--- src/rtl/e2c_pkg.sv ---
// Shared constants and types for the epoch-seconds to calendar converter.
// Used by every module of the block; depends on nothing.

package e2c_pkg;

    // Field widths
    localparam int SECS_W   = 32;
    localparam int UPTIME_W = 48;
    localparam int DAYS_W   = 16;
    localparam int YEAR_W   = 12;
    localparam int MONTH_W  = 4;
    localparam int DAY_W    = 5;
    localparam int HOUR_W   = 5;
    localparam int MIN_W    = 6;
    localparam int SEC_W    = 6;

    // Time base used without a clock, 2026-01-01 00:00:00 UTC
    localparam logic [SECS_W-1:0] BOOT_EPOCH_SECS = 32'd1767225600;

    // Milliseconds to seconds: divide by 1000 one 16-bit digit at a time, two stages
    // per digit: quotient digit of {remainder, digit}, then the new remainder.
    // digit quotient = ((v >> 3) * MS_RECIP) >> MS_SHIFT, exact for 23-bit operands
    localparam int MS_DIV    = 1000;
    localparam int MS_REM_W  = 10;
    localparam int MS_DIG    = 16;
    localparam int MS_DVD_W  = MS_REM_W + MS_DIG;
    localparam int MS_PRE    = 3;
    localparam int MS_RECIP  = 8589935;
    localparam int MS_SHIFT  = 30;
    localparam int MS_PROD_W = 47;
    localparam int MS_STG    = 2 * (UPTIME_W / MS_DIG);

    // Seconds split
    localparam int SEC_PER_DAY  = 86400;
    localparam int SEC_PER_HOUR = 3600;
    localparam int SEC_PER_MIN  = 60;
    localparam int REM_W        = 17;  // seconds of day
    localparam int RMIN_W       = 12;  // seconds of hour
    // days = ((secs >> 7) * DAY_RECIP) >> DAY_SHIFT, exact for 25-bit operands
    localparam int DAY_PRE   = 7;
    localparam int DAY_RECIP = 50903317;
    localparam int DAY_SHIFT = 35;
    // hour = ((rem >> 4) * HR_RECIP) >> HR_SHIFT
    localparam int HR_PRE   = 4;
    localparam int HR_RECIP = 9321;
    localparam int HR_SHIFT = 21;
    // minute = ((r >> 2) * MN_RECIP) >> MN_SHIFT
    localparam int MN_PRE   = 2;
    localparam int MN_RECIP = 1093;
    localparam int MN_SHIFT = 14;

    // Civil date from days
    localparam int DAYS_TO_MARCH_ZERO = 719468;
    localparam int DAYS_PER_ERA       = 146097;
    localparam int YEARS_PER_ERA      = 400;
    localparam int DAYS_PER_CENT      = 36524;
    localparam int DAYS_PER_YEAR      = 365;
    localparam int DOE_W              = 18;
    localparam int YOE_W              = 9;
    localparam int DOY_W              = 9;
    localparam int MP_W               = 4;
    // A 16-bit day count lands in era 4 or era 5 only
    localparam int ERA5_SPLIT  = 5 * DAYS_PER_ERA - DAYS_TO_MARCH_ZERO;
    localparam int ERA4_OFFSET = DAYS_TO_MARCH_ZERO - 4 * DAYS_PER_ERA;
    localparam int ERA4_YEAR   = 4 * YEARS_PER_ERA;
    localparam int ERA5_YEAR   = 5 * YEARS_PER_ERA;
    // doe / 1460 = ((doe >> 2) * Y4_RECIP) >> Y4_SHIFT
    localparam int Y4_RECIP = 91930;
    localparam int Y4_SHIFT = 25;
    // yoe = (t * YR_RECIP) >> YR_SHIFT
    localparam int YR_RECIP = 367720;
    localparam int YR_SHIFT = 27;

    // First day of each month counted from March, floor((153 * mp + 2) / 5)
    localparam logic [DOY_W-1:0] MONTH_START [12] = '{
        9'd0, 9'd31, 9'd61, 9'd92, 9'd122, 9'd153,
        9'd184, 9'd214, 9'd245, 9'd275, 9'd306, 9'd337
    };

    typedef struct packed {
        logic [HOUR_W-1:0] hour;
        logic [MIN_W-1:0]  minute;
        logic [SEC_W-1:0]  second;
    } t_hms;

endpackage

--- src/rtl/e2c_msdiv.sv ---
// Uptime-to-seconds front end: pipelined divider by 1000 (reciprocal multiply per
// 16-bit digit) and the clock / fallback select. Depends on e2c_pkg.

module e2c_msdiv (
    input  logic                        i_clk,
    input  logic                        i_rst_n,
    input  logic                        i_clock_present,
    input  logic                        i_vld,
    input  logic [e2c_pkg::SECS_W-1:0]   i_rtc_seconds,
    input  logic [e2c_pkg::UPTIME_W-1:0] i_uptime_ms,
    output logic                        o_rdy,
    input  logic                        i_nxt_rdy,
    output logic                        o_vld,
    output logic [e2c_pkg::SECS_W-1:0]   o_secs
);

    typedef struct packed {
        logic [e2c_pkg::UPTIME_W-1:0] num;
        logic [e2c_pkg::MS_REM_W-1:0] rem;
        logic [e2c_pkg::MS_DIG-1:0]   qd;
        logic [e2c_pkg::SECS_W-1:0]   quo;
        logic [e2c_pkg::SECS_W-1:0]   rtc;
    } t_ms;

    t_ms                           r_ms   [e2c_pkg::MS_STG];
    t_ms                           n_ms   [e2c_pkg::MS_STG];
    t_ms                           stg_in [e2c_pkg::MS_STG];
    logic [e2c_pkg::MS_DVD_W-1:0]  dvd    [e2c_pkg::MS_STG];
    logic [e2c_pkg::MS_PROD_W-1:0] prod   [e2c_pkg::MS_STG];
    logic [e2c_pkg::MS_DVD_W-1:0]  dif    [e2c_pkg::MS_STG];
    logic [e2c_pkg::MS_STG-1:0]    r_v;
    logic [e2c_pkg::MS_STG-1:0]    v_in;
    logic [e2c_pkg::MS_STG:0]      adv;
    logic                          r_sv;
    logic [e2c_pkg::SECS_W-1:0]    r_secs;
    logic [e2c_pkg::SECS_W-1:0]    n_secs;

    always_comb begin
        // a stage moves when it is empty or the one after it moves
        adv[e2c_pkg::MS_STG] = !r_sv || i_nxt_rdy;
        for (int s = e2c_pkg::MS_STG - 1; s >= 0; s--) begin
            adv[s] = !r_v[s] || adv[s+1];
        end

        stg_in[0].num = i_uptime_ms;
        stg_in[0].rem = '0;
        stg_in[0].qd  = '0;
        stg_in[0].quo = '0;
        stg_in[0].rtc = i_rtc_seconds;
        v_in[0]       = i_vld;
        for (int s = 1; s < e2c_pkg::MS_STG; s++) begin
            stg_in[s] = r_ms[s-1];
            v_in[s]   = r_v[s-1];
        end

        for (int s = 0; s < e2c_pkg::MS_STG; s++) begin
            dvd[s]  = {stg_in[s].rem, stg_in[s].num[e2c_pkg::UPTIME_W-1 -: e2c_pkg::MS_DIG]};
            prod[s] = '0;
            dif[s]  = '0;
            n_ms[s] = stg_in[s];
            if (s[0] == 1'b0) begin
                // quotient digit of {remainder, next 16 uptime bits}
                prod[s] = e2c_pkg::MS_PROD_W'(dvd[s][e2c_pkg::MS_DVD_W-1:e2c_pkg::MS_PRE])
                          * e2c_pkg::MS_PROD_W'(e2c_pkg::MS_RECIP);
                n_ms[s].qd = prod[s][e2c_pkg::MS_SHIFT +: e2c_pkg::MS_DIG];
            end else begin
                // keep the remainder, append the digit, advance to the next 16 bits
                dif[s] = dvd[s] - e2c_pkg::MS_DVD_W'(stg_in[s].qd)
                         * e2c_pkg::MS_DVD_W'(e2c_pkg::MS_DIV);
                n_ms[s].rem = dif[s][e2c_pkg::MS_REM_W-1:0];
                // keep the low quotient bits only; the top ones fall off
                n_ms[s].quo = {stg_in[s].quo[e2c_pkg::SECS_W-e2c_pkg::MS_DIG-1:0],
                               stg_in[s].qd};
                n_ms[s].num = stg_in[s].num << e2c_pkg::MS_DIG;
            end
        end

        if (i_clock_present) begin
            n_secs = r_ms[e2c_pkg::MS_STG-1].rtc;
        end else begin
            n_secs = r_ms[e2c_pkg::MS_STG-1].quo + e2c_pkg::BOOT_EPOCH_SECS;
        end
    end

    always_ff @(posedge i_clk) begin
        if (!i_rst_n) begin
            r_v  <= '0;
            r_sv <= 1'b0;
        end else begin
            for (int s = 0; s < e2c_pkg::MS_STG; s++) begin
                if (adv[s]) begin
                    r_v[s] <= v_in[s];
                end
            end
            if (adv[e2c_pkg::MS_STG]) begin
                r_sv <= r_v[e2c_pkg::MS_STG-1];
            end
        end
    end

    always_ff @(posedge i_clk) begin
        for (int s = 0; s < e2c_pkg::MS_STG; s++) begin
            if (adv[s]) begin
                r_ms[s] <= n_ms[s];
            end
        end
        if (adv[e2c_pkg::MS_STG]) begin
            r_secs <= n_secs;
        end
    end

    assign o_rdy  = adv[0];
    assign o_vld  = r_sv;
    assign o_secs = r_secs;

endmodule

--- src/rtl/e2c_split.sv ---
// Seconds split: day count and hour / minute / second of day, one constant
// multiply per stage. Depends on e2c_pkg.

module e2c_split (
    input  logic                      i_clk,
    input  logic                      i_rst_n,
    input  logic                      i_vld,
    input  logic [e2c_pkg::SECS_W-1:0] i_secs,
    output logic                      o_rdy,
    input  logic                      i_nxt_rdy,
    output logic                      o_vld,
    output logic [e2c_pkg::DAYS_W-1:0] o_days,
    output e2c_pkg::t_hms             o_hms
);

    localparam int SP_STG = 6;

    typedef struct packed {
        logic [e2c_pkg::SECS_W-1:0] secs;
        logic [e2c_pkg::DAYS_W-1:0] days;
        logic [e2c_pkg::REM_W-1:0]  rem;
        logic [e2c_pkg::RMIN_W-1:0] rmin;
        e2c_pkg::t_hms              hms;
    } t_sp;

    t_sp                        r_s [SP_STG];
    t_sp                        n_s [SP_STG];
    logic [SP_STG-1:0]          r_v;
    logic [SP_STG-1:0]          v_in;
    logic [SP_STG:0]            adv;
    logic [50:0]                day_prod;
    logic [e2c_pkg::SECS_W-1:0]  day_rem;
    logic [26:0]                hr_prod;
    logic [e2c_pkg::REM_W-1:0]   hr_rem;
    logic [20:0]                mn_prod;
    logic [e2c_pkg::RMIN_W-1:0]  mn_rem;

    always_comb begin
        adv[SP_STG] = i_nxt_rdy;
        for (int s = SP_STG - 1; s >= 0; s--) begin
            adv[s] = !r_v[s] || adv[s+1];
        end

        v_in[0] = i_vld;
        n_s[0]  = '0;
        for (int s = 1; s < SP_STG; s++) begin
            n_s[s]  = r_s[s-1];
            v_in[s] = r_v[s-1];
        end

        // day count
        day_prod = 51'(i_secs[e2c_pkg::SECS_W-1:e2c_pkg::DAY_PRE]) * 51'(e2c_pkg::DAY_RECIP);
        n_s[0].secs = i_secs;
        n_s[0].days = day_prod[e2c_pkg::DAY_SHIFT +: e2c_pkg::DAYS_W];

        // seconds of day
        day_rem = r_s[0].secs - 32'(r_s[0].days) * 32'(e2c_pkg::SEC_PER_DAY);
        n_s[1].rem = day_rem[e2c_pkg::REM_W-1:0];

        // hour
        hr_prod = 27'(r_s[1].rem[e2c_pkg::REM_W-1:e2c_pkg::HR_PRE]) * 27'(e2c_pkg::HR_RECIP);
        n_s[2].hms.hour = hr_prod[e2c_pkg::HR_SHIFT +: e2c_pkg::HOUR_W];

        // seconds of hour
        hr_rem = r_s[2].rem - e2c_pkg::REM_W'(r_s[2].hms.hour)
                 * e2c_pkg::REM_W'(e2c_pkg::SEC_PER_HOUR);
        n_s[3].rmin = hr_rem[e2c_pkg::RMIN_W-1:0];

        // minute
        mn_prod = 21'(r_s[3].rmin[e2c_pkg::RMIN_W-1:e2c_pkg::MN_PRE]) * 21'(e2c_pkg::MN_RECIP);
        n_s[4].hms.minute = mn_prod[e2c_pkg::MN_SHIFT +: e2c_pkg::MIN_W];

        // second
        mn_rem = r_s[4].rmin - e2c_pkg::RMIN_W'(r_s[4].hms.minute)
                 * e2c_pkg::RMIN_W'(e2c_pkg::SEC_PER_MIN);
        n_s[5].hms.second = mn_rem[e2c_pkg::SEC_W-1:0];
    end

    always_ff @(posedge i_clk) begin
        if (!i_rst_n) begin
            r_v <= '0;
        end else begin
            for (int s = 0; s < SP_STG; s++) begin
                if (adv[s]) begin
                    r_v[s] <= v_in[s];
                end
            end
        end
    end

    always_ff @(posedge i_clk) begin
        for (int s = 0; s < SP_STG; s++) begin
            if (adv[s]) begin
                r_s[s] <= n_s[s];
            end
        end
    end

    assign o_rdy  = adv[0];
    assign o_vld  = r_v[SP_STG-1];
    assign o_days = r_s[SP_STG-1].days;
    assign o_hms  = r_s[SP_STG-1].hms;

endmodule

--- src/rtl/e2c_civil.sv ---
// Civil date from a day count (400-year era method, years start in March),
// carrying the time of day alongside. Depends on e2c_pkg.

module e2c_civil (
    input  logic                       i_clk,
    input  logic                       i_rst_n,
    input  logic                       i_vld,
    input  logic [e2c_pkg::DAYS_W-1:0]  i_days,
    input  e2c_pkg::t_hms              i_hms,
    output logic                       o_rdy,
    input  logic                       i_nxt_rdy,
    output logic                       o_vld,
    output logic [e2c_pkg::YEAR_W-1:0]  o_year,
    output logic [e2c_pkg::MONTH_W-1:0] o_month,
    output logic [e2c_pkg::DAY_W-1:0]   o_day,
    output e2c_pkg::t_hms              o_hms
);

    localparam int CV_STG = 8;

    typedef struct packed {
        logic                         era5;
        logic [e2c_pkg::DOE_W-1:0]    doe;
        logic [6:0]                   q1;
        logic [2:0]                   q2;
        logic                         q3;
        logic [e2c_pkg::DOE_W-1:0]    t;
        logic [e2c_pkg::YOE_W-1:0]    yoe;
        logic [e2c_pkg::DOE_W-1:0]    a;
        logic [e2c_pkg::DOY_W-1:0]    doy;
        logic [e2c_pkg::MP_W-1:0]     mp;
        logic [e2c_pkg::YEAR_W-1:0]   year;
        logic [e2c_pkg::MONTH_W-1:0]  month;
        logic [e2c_pkg::DAY_W-1:0]    day;
        e2c_pkg::t_hms                hms;
    } t_cv;

    t_cv                        r_c [CV_STG];
    t_cv                        n_c [CV_STG];
    logic [CV_STG-1:0]          r_v;
    logic [CV_STG-1:0]          v_in;
    logic [CV_STG:0]            adv;
    logic [32:0]                q1_prod;
    logic [36:0]                yoe_prod;
    logic [1:0]                 cent;
    logic [e2c_pkg::DOE_W-1:0]   doy_full;
    logic [e2c_pkg::DOY_W-1:0]   day_full;
    logic [e2c_pkg::YEAR_W-1:0]  year_base;

    always_comb begin
        adv[CV_STG] = i_nxt_rdy;
        for (int s = CV_STG - 1; s >= 0; s--) begin
            adv[s] = !r_v[s] || adv[s+1];
        end

        v_in[0] = i_vld;
        n_c[0]  = '0;
        for (int s = 1; s < CV_STG; s++) begin
            n_c[s]  = r_c[s-1];
            v_in[s] = r_v[s-1];
        end

        // era and day of era
        n_c[0].hms  = i_hms;
        n_c[0].era5 = i_days >= e2c_pkg::DAYS_W'(e2c_pkg::ERA5_SPLIT);
        if (n_c[0].era5) begin
            n_c[0].doe = e2c_pkg::DOE_W'(i_days) - e2c_pkg::DOE_W'(e2c_pkg::ERA5_SPLIT);
        end else begin
            n_c[0].doe = e2c_pkg::DOE_W'(i_days) + e2c_pkg::DOE_W'(e2c_pkg::ERA4_OFFSET);
        end

        // leap corrections: doe / 1460, doe / 36524, doe / 146096
        q1_prod = 33'(r_c[0].doe[e2c_pkg::DOE_W-1:2]) * 33'(e2c_pkg::Y4_RECIP);
        n_c[1].q1 = q1_prod[e2c_pkg::Y4_SHIFT +: 7];
        n_c[1].q2 = '0;
        for (int k = 1; k <= 4; k++) begin
            n_c[1].q2 = n_c[1].q2
                + 3'(r_c[0].doe >= e2c_pkg::DOE_W'(k * e2c_pkg::DAYS_PER_CENT));
        end
        n_c[1].q3 = r_c[0].doe == e2c_pkg::DOE_W'(e2c_pkg::DAYS_PER_ERA - 1);

        n_c[2].t = r_c[1].doe - e2c_pkg::DOE_W'(r_c[1].q1) + e2c_pkg::DOE_W'(r_c[1].q2)
                   - e2c_pkg::DOE_W'(r_c[1].q3);

        // year of era
        yoe_prod = 37'(r_c[2].t) * 37'(e2c_pkg::YR_RECIP);
        n_c[3].yoe = yoe_prod[e2c_pkg::YR_SHIFT +: e2c_pkg::YOE_W];

        // days before this year within the era
        cent = '0;
        for (int k = 1; k <= 3; k++) begin
            cent = cent + 2'(r_c[3].yoe >= e2c_pkg::YOE_W'(k * 100));
        end
        n_c[4].a = e2c_pkg::DOE_W'(r_c[3].yoe) * e2c_pkg::DOE_W'(e2c_pkg::DAYS_PER_YEAR)
                   + e2c_pkg::DOE_W'(r_c[3].yoe[e2c_pkg::YOE_W-1:2])
                   - e2c_pkg::DOE_W'(cent);

        doy_full = r_c[4].doe - r_c[4].a;
        n_c[5].doy = doy_full[e2c_pkg::DOY_W-1:0];

        // month counted from March
        n_c[6].mp = '0;
        for (int k = 1; k < 12; k++) begin
            n_c[6].mp = n_c[6].mp + e2c_pkg::MP_W'(r_c[5].doy >= e2c_pkg::MONTH_START[k]);
        end

        // January and February belong to the next year
        day_full = r_c[6].doy - e2c_pkg::MONTH_START[r_c[6].mp] + 9'd1;
        n_c[7].day = day_full[e2c_pkg::DAY_W-1:0];
        if (r_c[6].mp < 4'd10) begin
            n_c[7].month = r_c[6].mp + 4'd3;
        end else begin
            n_c[7].month = r_c[6].mp - 4'd9;
        end
        if (r_c[6].era5) begin
            year_base = e2c_pkg::YEAR_W'(e2c_pkg::ERA5_YEAR);
        end else begin
            year_base = e2c_pkg::YEAR_W'(e2c_pkg::ERA4_YEAR);
        end
        n_c[7].year = year_base + e2c_pkg::YEAR_W'(r_c[6].yoe)
                      + e2c_pkg::YEAR_W'(r_c[6].mp >= 4'd10);
    end

    always_ff @(posedge i_clk) begin
        if (!i_rst_n) begin
            r_v <= '0;
        end else begin
            for (int s = 0; s < CV_STG; s++) begin
                if (adv[s]) begin
                    r_v[s] <= v_in[s];
                end
            end
        end
    end

    always_ff @(posedge i_clk) begin
        for (int s = 0; s < CV_STG; s++) begin
            if (adv[s]) begin
                r_c[s] <= n_c[s];
            end
        end
    end

    assign o_rdy   = adv[0];
    assign o_vld   = r_v[CV_STG-1];
    assign o_year  = r_c[CV_STG-1].year;
    assign o_month = r_c[CV_STG-1].month;
    assign o_day   = r_c[CV_STG-1].day;
    assign o_hms   = r_c[CV_STG-1].hms;

endmodule

--- src/rtl/epoch_seconds_to_calendar.sv ---
// Top level of the epoch-seconds to calendar converter: mode register and the
// three pipeline sections. Depends on e2c_pkg, e2c_msdiv, e2c_split, e2c_civil.
//
//   channel   direction  handshake                   word
//   in        input      i_in_valid / o_in_stall     i_rtc_seconds, i_uptime_ms
//   out       output     o_out_valid / i_out_stall   o_year .. o_second
//   cfg       input      i_cfg_valid / o_cfg_ready   i_cfg_data (clock_present)
//
// One word per cycle sustained while the output is not stalled. The millisecond
// divider has a multiply and a remainder stage per 16-bit uptime digit plus the
// select, and is followed by the seconds split and the date section.
// Each stage advances when empty or when the stage after it advances, so
// bubbles fill while the output word is held; o_in_stall rises only with a
// full pipeline and a stalled output. Reset clears all valid bits and the mode.

module epoch_seconds_to_calendar (
    input  logic                        i_clk,
    input  logic                        i_rst_n,
    input  logic                        i_in_valid,
    output logic                        o_in_stall,
    input  logic [e2c_pkg::SECS_W-1:0]   i_rtc_seconds,
    input  logic [e2c_pkg::UPTIME_W-1:0] i_uptime_ms,
    output logic                        o_out_valid,
    input  logic                        i_out_stall,
    output logic [e2c_pkg::YEAR_W-1:0]   o_year,
    output logic [e2c_pkg::MONTH_W-1:0]  o_month,
    output logic [e2c_pkg::DAY_W-1:0]    o_day,
    output logic [e2c_pkg::HOUR_W-1:0]   o_hour,
    output logic [e2c_pkg::MIN_W-1:0]    o_minute,
    output logic [e2c_pkg::SEC_W-1:0]    o_second,
    input  logic                        i_cfg_valid,
    output logic                        o_cfg_ready,
    input  logic                        i_cfg_data
);

    logic                       r_clock_present;
    logic                       ms_rdy;
    logic                       ms_vld;
    logic [e2c_pkg::SECS_W-1:0]  ms_secs;
    logic                       sp_rdy;
    logic                       sp_vld;
    logic [e2c_pkg::DAYS_W-1:0]  sp_days;
    e2c_pkg::t_hms              sp_hms;
    logic                       cv_rdy;
    e2c_pkg::t_hms              cv_hms;

    assign o_cfg_ready = 1'b1;

    always_ff @(posedge i_clk) begin
        if (!i_rst_n) begin
            r_clock_present <= 1'b0;
        end else if (i_cfg_valid && o_cfg_ready) begin
            r_clock_present <= i_cfg_data;
        end
    end

    e2c_msdiv u_msdiv (
        .i_clk           (i_clk),
        .i_rst_n         (i_rst_n),
        .i_clock_present (r_clock_present),
        .i_vld           (i_in_valid),
        .i_rtc_seconds   (i_rtc_seconds),
        .i_uptime_ms     (i_uptime_ms),
        .o_rdy           (ms_rdy),
        .i_nxt_rdy       (sp_rdy),
        .o_vld           (ms_vld),
        .o_secs          (ms_secs)
    );

    e2c_split u_split (
        .i_clk     (i_clk),
        .i_rst_n   (i_rst_n),
        .i_vld     (ms_vld),
        .i_secs    (ms_secs),
        .o_rdy     (sp_rdy),
        .i_nxt_rdy (cv_rdy),
        .o_vld     (sp_vld),
        .o_days    (sp_days),
        .o_hms     (sp_hms)
    );

    e2c_civil u_civil (
        .i_clk     (i_clk),
        .i_rst_n   (i_rst_n),
        .i_vld     (sp_vld),
        .i_days    (sp_days),
        .i_hms     (sp_hms),
        .o_rdy     (cv_rdy),
        .i_nxt_rdy (!i_out_stall),
        .o_vld     (o_out_valid),
        .o_year    (o_year),
        .o_month   (o_month),
        .o_day     (o_day),
        .o_hms     (cv_hms)
    );

    assign o_in_stall = !ms_rdy;
    assign o_hour     = cv_hms.hour;
    assign o_minute   = cv_hms.minute;
    assign o_second   = cv_hms.second;

    // back-pressure at the input only comes from a held output word
    a_stall_source: assert property (@(posedge i_clk) disable iff (!i_rst_n)
        o_in_stall |-> (o_out_valid && i_out_stall))
        else $error("input stalled without a held output word");

    // a word leaving the pipeline carries a well-formed date and time
    a_fields_legal: assert property (@(posedge i_clk) disable iff (!i_rst_n)
        o_out_valid |-> (o_month >= 4'd1 && o_month <= 4'd12 && o_day >= 5'd1
                         && o_hour <= 5'd23 && o_minute <= 6'd59 && o_second <= 6'd59))
        else $error("calendar field out of range");

    a_year_range: assert property (@(posedge i_clk) disable iff (!i_rst_n)
        o_out_valid |-> (o_year >= 12'd1970 && o_year <= 12'd2106))
        else $error("year out of range");

endmodule
--- config.mk ---
export PLATFORM = sky130hd
export DESIGN_NAME = epoch_seconds_to_calendar
export DESIGN_NICKNAME = d
export VERILOG_FILES = /design/src/rtl/e2c_pkg.sv /design/src/rtl/e2c_msdiv.sv /design/src/rtl/e2c_split.sv /design/src/rtl/e2c_civil.sv /design/src/rtl/epoch_seconds_to_calendar.sv
export SDC_FILE = /design/constraint.sdc
export NUM_CORES = 2
export LEC_CHECK = 0
export ABC_AREA = 1
export BUFFER_PORTS_ARGS = -buffer_cell sky130_fd_sc_hd__buf_2
export CORE_UTILIZATION = 35
export DETAILED_ROUTE_END_ITERATION = 6
export GPL_ROUTABILITY_DRIVEN = 0
export GPL_TIMING_DRIVEN = 1
export MAX_ROUTING_LAYER = met4
export SYNTH_ARGS = -nofsm -noshare
export SYNTH_HDL_FRONTEND = slang
export SYNTH_HIERARCHICAL = 1
export SYNTH_SLANG_ARGS = --single-unit
--- constraint.sdc ---
create_clock -name i_clk -period 19.1 [get_ports i_clk]
set_input_delay 2.865 -clock i_clk [delete_from_list [all_inputs] [get_ports i_clk]]
set_output_delay 2.865 -clock i_clk [all_outputs]
set_load 0.02 [all_outputs]
# --- Yosys cells after proc, flatten, opt, wreduce, memory -nomap -nowiden ---
# Memories as Yosys holds them, arrays and structs flattened.
# Index checks and enable logic that the tools add are counted.
classes:
  n_addsub: 36
  mul: 15
  n_lt_le_gt_ge: 22
  eq_ne: 1
  mux: 46
  bitwise: 1
  reduce_logical: 44
ops:
  columns: ["operator", "n"]
  rows:
  - ["$mul 23x24->46 const B", 2]
  - ["$mul 25x26->51 const B", 1]
  - ["$mul 16x7->7 const B", 3]
  - ["$ge 9x8->1 const B", 5]
  - ["$mux 1", 40]
  - ["$mul 13x24->37 const B", 1]
  - ["$add 4x1->4", 9]
  - ["$ge 18x17->1 const B", 2]
  - ["$ge 9x9->1 const B", 4]
  - ["$mul 18x16->33 const B", 1]
  - ["$add 32x31->32 const B", 1]
  - ["$mux 32", 1]
  - ["$mul 16x16->31 const B", 1]
  - ["$sub 10x10->10", 3]
  - ["$ge 9x7->1 const B", 3]
  - ["$mul 13x14->26 const B", 1]
  - ["$logic_not 1->1", 23]
  - ["$logic_or 1x1->1", 21]
  - ["$mul 10x11->20 const B", 1]
  - ["$add 16x18->18 const B", 1]
  - ["$add 18x3->18", 1]
  - ["$add 18x7->18", 1]
  - ["$eq 18x18->1 const B", 1]
  - ["$ge 18x16->1 const B", 1]
  - ["other kinds (33)", 37]
word_totals:
  reg_bits: 54
  ram_bits: 2400
  rom_bits: 144
  input_bits: 86
  output_inout_bits: 41
  word_cells: 192
  memories: 4
mem_list:
  columns: ["memory", "depth", "width", "read_ports", "rd_clocked_by_memory_dff", "wr", "line_no", "rtl"]
  rows:
  - ["u_civil.r_c", 8, 126, 8, 0, 8, "e2c_civil.sv:38", "t_cv r_c [CV_STG];"]
  - ["u_msdiv.r_ms", 6, 138, 6, 0, 6, "e2c_msdiv.sv:25", "t_ms r_ms [e2c_pkg::MS_STG];"]
  - ["u_split.r_s", 6, 94, 6, 0, 6, "e2c_split.sv:26", "t_sp r_s [SP_STG];"]
  - ["(name not given)", 16, 9, 1, 0, 0, "e2c_civil.sv:108", "day_full = r_c[6].doy - e2c_pkg::MONTH_START[r_c[6].mp] + 9'd1;"]

# --- Logic depth before layout (Yosys ltp) ---
depth:
  word_depth: 24
  mapped_depth: 26

# --- By module ---
# The synthesis kept the hierarchy.
by_module_without_submodules:
  columns: ["mod", "n_inst", "cells_each", "area_each_um2", "seq_area_each_um2"]
  rows:
  - ["e2c_msdiv", 1, 3897, 39581.7, 13683.1]
  - ["e2c_civil", 1, 2675, 26761.9, 9739.3]
  - ["e2c_split", 1, 2427, 22874.4, 6065.8]
  - ["epoch_seconds_to_calendar", 1, 10, 60.1, 20.0]

# --- Worst setup path before layout ---
# OpenSTA, ideal clock, no wires.
synth_timing:
  path_type: "input -> output"
  start: "in i_out_stall"
  end: "out o_in_stall"
  arrival_ps: 14281
  t_required_ps: 16235
  setup_slack_ps: 1954
  stages: 24
  path_cell_list: "inv_1 > inv_1 > nand4_1 > nor2_1 > nand2_1 > nor2_1 > nand3_1 > nor2_1 > inv_1 > nor2_1 > inv_2 > nor2_2 > nand2_2 > nor2_4 > nand2_1 > nor2_1 > inv_1 > nor2_2 > nand2_2 > nor2_4 > nand2_2 > nor2_4 > nand2_1 > inv_1"
synth_via:
  elab_chain_cells: 23
synth_lines:
  columns: ["element", "line_no", "rtl"]
  rows:
  - ["start: declaration", "epoch_seconds_to_calendar.sv:24", "input logic i_out_stall,"]
  - ["$logic_not 1->1", "epoch_seconds_to_calendar.sv:89", ".i_nxt_rdy (!i_out_stall),"]
  - ["$logic_or 1x1->1 (3 in series)", "e2c_civil.sv:53", "adv[s] = !r_v[s] || adv[s+1];"]
  - ["named net u_civil.adv[5]", "e2c_civil.sv:42", "logic [CV_STG:0] adv;"]
  - ["$logic_or 1x1->1 (2 in series)", "e2c_civil.sv:53", null]
  - ["named net u_civil.adv[3]", "e2c_civil.sv:42", null]
  - ["$logic_or 1x1->1 (3 in series)", "e2c_civil.sv:53", null]
  - ["named net cv_rdy", "epoch_seconds_to_calendar.sv:44", "logic cv_rdy;"]
  - ["$logic_or 1x1->1", "e2c_split.sv:41", "adv[s] = !r_v[s] || adv[s+1];"]
  - ["named net u_split.adv[5]", "e2c_split.sv:30", "logic [SP_STG:0] adv;"]
  - ["[... 1 more ...]", null, null]
  - ["named net u_split.adv[4]", "e2c_split.sv:30", null]
  - ["[... 2 more ...]", null, null]
  - ["named net u_split.adv[2]", "e2c_split.sv:30", null]
  - ["[... 2 more ...]", null, null]
  - ["named net sp_rdy", "epoch_seconds_to_calendar.sv:40", "logic sp_rdy;"]
  - ["[... 1 more ...]", null, null]
  - ["named net u_msdiv.adv, one bit", "e2c_msdiv.sv:33", "logic [e2c_pkg::MS_STG:0] adv;"]
  - ["$logic_or 1x1->1 (2 in series)", "e2c_msdiv.sv:42", "adv[s] = !r_v[s] || adv[s+1];"]
  - ["named net u_msdiv.adv, one bit", "e2c_msdiv.sv:33", null]
  - ["$logic_or 1x1->1 (2 in series)", "e2c_msdiv.sv:42", null]
  - ["named net u_msdiv.adv, one bit", "e2c_msdiv.sv:33", null]
  - ["$logic_or 1x1->1 (2 in series)", "e2c_msdiv.sv:42", null]
  - ["named net ms_rdy", "epoch_seconds_to_calendar.sv:37", "logic ms_rdy;"]
  - ["$logic_not 1->1", "epoch_seconds_to_calendar.sv:97", "assign o_in_stall = !ms_rdy;"]
  - ["end: declaration", "epoch_seconds_to_calendar.sv:20", "output logic o_in_stall,"]
# The timed path passes the listed nets, and every way through them passes these cells.

# --- Final worst setup path ---
# Same ends and word-level chain as after synthesis.

==> flow_summary.yaml <==
worst_setup_path:
  cp_slowest_cell: "nand3_2"
  required_ps: 16230
  r2r_setup_slack_ps: 12310
  worstPathMaxFanout: 38
  r2r_cells: 25
  arrival_ps: 8800
  cpPeakStageDelay_ps: 800
  worst_setup_path_end_kind: "output pin"
  crit_path_start_kind: "input port"
  path_class: "input port to output pin"
clock_network:
  post_cts_buffers: 0
  clock-sinks: 990
  path_clk_slew_ps: 60
  numCtsBuffers: 98
  insertion_delay_ps: 710
  ctsHoldBuffers: 0
  clock-root-buffer: "clkbuf_16"
  cts_max_path_buffers: 3
  cts-resized-gates: 0
  cts_tree: "built"
  cts_max_level: 3
sta:
  period_share: 0.611
  fin_crit_ps: 11670
  final_hold_viol_count: 0
  max_slew_margin: 0.232
  setup_violations: 0
  hold_ws_ps: 412
  clock_skew_ps: 42.2
  worst_pin_slew_ps: 1150
  tns_ps: 0
  slew_violations: 0
  max_freq_mhz: 85.7
  layout_setup_ws_ps: 7430
  rsz0062_at_grt: "no"
logic_synthesis:
  synth_cell_types: 57
  async_reset_ff_frac: 0
  synth_cells: 9009
  synth-edff-count: 968
  syn-num-nets: 11422
  ys_seq_area_frac: 0.331
  yosys_warnings: 6
  ys.flop_type: "edfxtp_1"
  synthTopCellsByArea: "edfxtp_1 (33%), ha_1 (21%), fa_1 (19%), inv_1 (9.9%), nand2_1 (6.5%)"
  yosysTopAreaCell: "edfxtp_1"
  synth.top_cell.area_share: 0.326
  post_synth.cell_area_avg_um2: 9.91
  ys_ff_latch: 990
  synthesis.area_um2: 89300
placed_design:
  portBuffers: 122
  dp_cells: 12504
  place_ws_ps: 7310
  dpl.hpwl_um: 163000
drt:
  drtAntennaViolNets: 0
  drtIter0Drc: 3547
  wire_per_inst_um: 15.4
  num_vias: 58696
  vias_per_cell: 4.63
  postRouteWirelength_um: 195000
  first_pass_iters: 6
  drc_errors: 0
floorplan:
  core_area_um2: 254000
  pin_count: 127
  num_rows: 185
  dieArea_um2: 257000
  die_h_um: 507
  die_w_um: 507
  start_util: 0.352
min_path:
  worstHoldPathCells: 0
  hp-class: "flop to flop"
layout:
  antenna_cells: 0
  final_common_cell: "inv_1"
  mostFrequentLayoutCells: "inv_1 (2344), nand2_1 (1550), ha_1 (1483)"
  drive_above_1_share: 0.0441
  synthToLayoutAreaGrowth_pct: 9.21
  final_cells: 12690
  fin_nets: 11651
outcome:
  outcome: "finished clean"
global_route:
  grt_usage: 0.159
  grt_max_degree: 70
  gr-total-overflow: 0
  grt_antenna_before_repair: 4
  grt_pass1_vias: 61621
  grt_pass1_wl_um: 319000
flow_run:
  maxCapViolCount: 0
[Yosys cell counts (51+ instances only)]
cell type / n
inv_1: 2348
nand2_1: 1552
ha_1: 1483
edfxtp_1: 968
fa_1: 844
nor2_1: 466
a21oi_1: 335
nand3_1: 241
o21ai_0: 176
xor2_1: 89
nand4_1: 86
xnor2_1: 51
[metal layers]
metal,global-route usage,up-vias,routed length [µm]
met5,-,-,0
met4,0.0405,0,5010
met3,0.0167,302,6820
met2,0.280,1134,97300
met1,0.193,28316,85900
li1,-,28944,-
[worst max-delay path, delay by kind of cell]
family | cells | cell delay (ps)
and+or+nand+nor | 18 | 4090
buffers and inverters | 11 | 1790
[flip-flops by register name, indices dropped and copies added (netlist names), 6 cells and up]
signal and cells:
u_msdiv/r_v 6, u_civil/r_c 319, u_split/r_v 6, u_civil/r_v 8, u_split/r_s 198, u_msdiv/o_secs 32
u_msdiv/r_ms 419
[layout make-up]
cell class	count	area, µm²
clock buffers	121	2560
clock inverters	65	732
fillers	24851	156000
inverters	2361	8860
multi-input cells	5643	50900
flip-flops and latches	990	29500
well taps	3366	4210
repair buffers	144	776
[cells by family after synthesis]
family | share of synthesized area
and+or+nand+nor | 0.118
AOI/OAI and AO/OA | 0.0402
buffers and inverters | 0.100
xor gates and xnor gates | 0.0137
other | 0.0000420
DFF | 0.331
adders and majority gates | 0.397
[final timing paths]
check | from | end
max | i_out_stall | o_in_stall
min reg2reg | u_civil/r_c[0][267] | u_civil/r_c[0][393]
min | u_civil/r_c[0][267] | u_civil/r_c[0][393]
max reg2reg | u_civil/r_v[7] | u_msdiv/r_ms[0][100]
[metrics by stage]
step,utilization,area (µm²)
detailed placement,0.371,94200
global placement,0.371,94200
CTS,0.384,97500
global route,0.384,97500
floorplan,-,89300
finish,0.384,97500
Power is left out: the tool's default activity adds up to more than one toggle a clock period on the data nets, which glitch-free logic cannot reach.
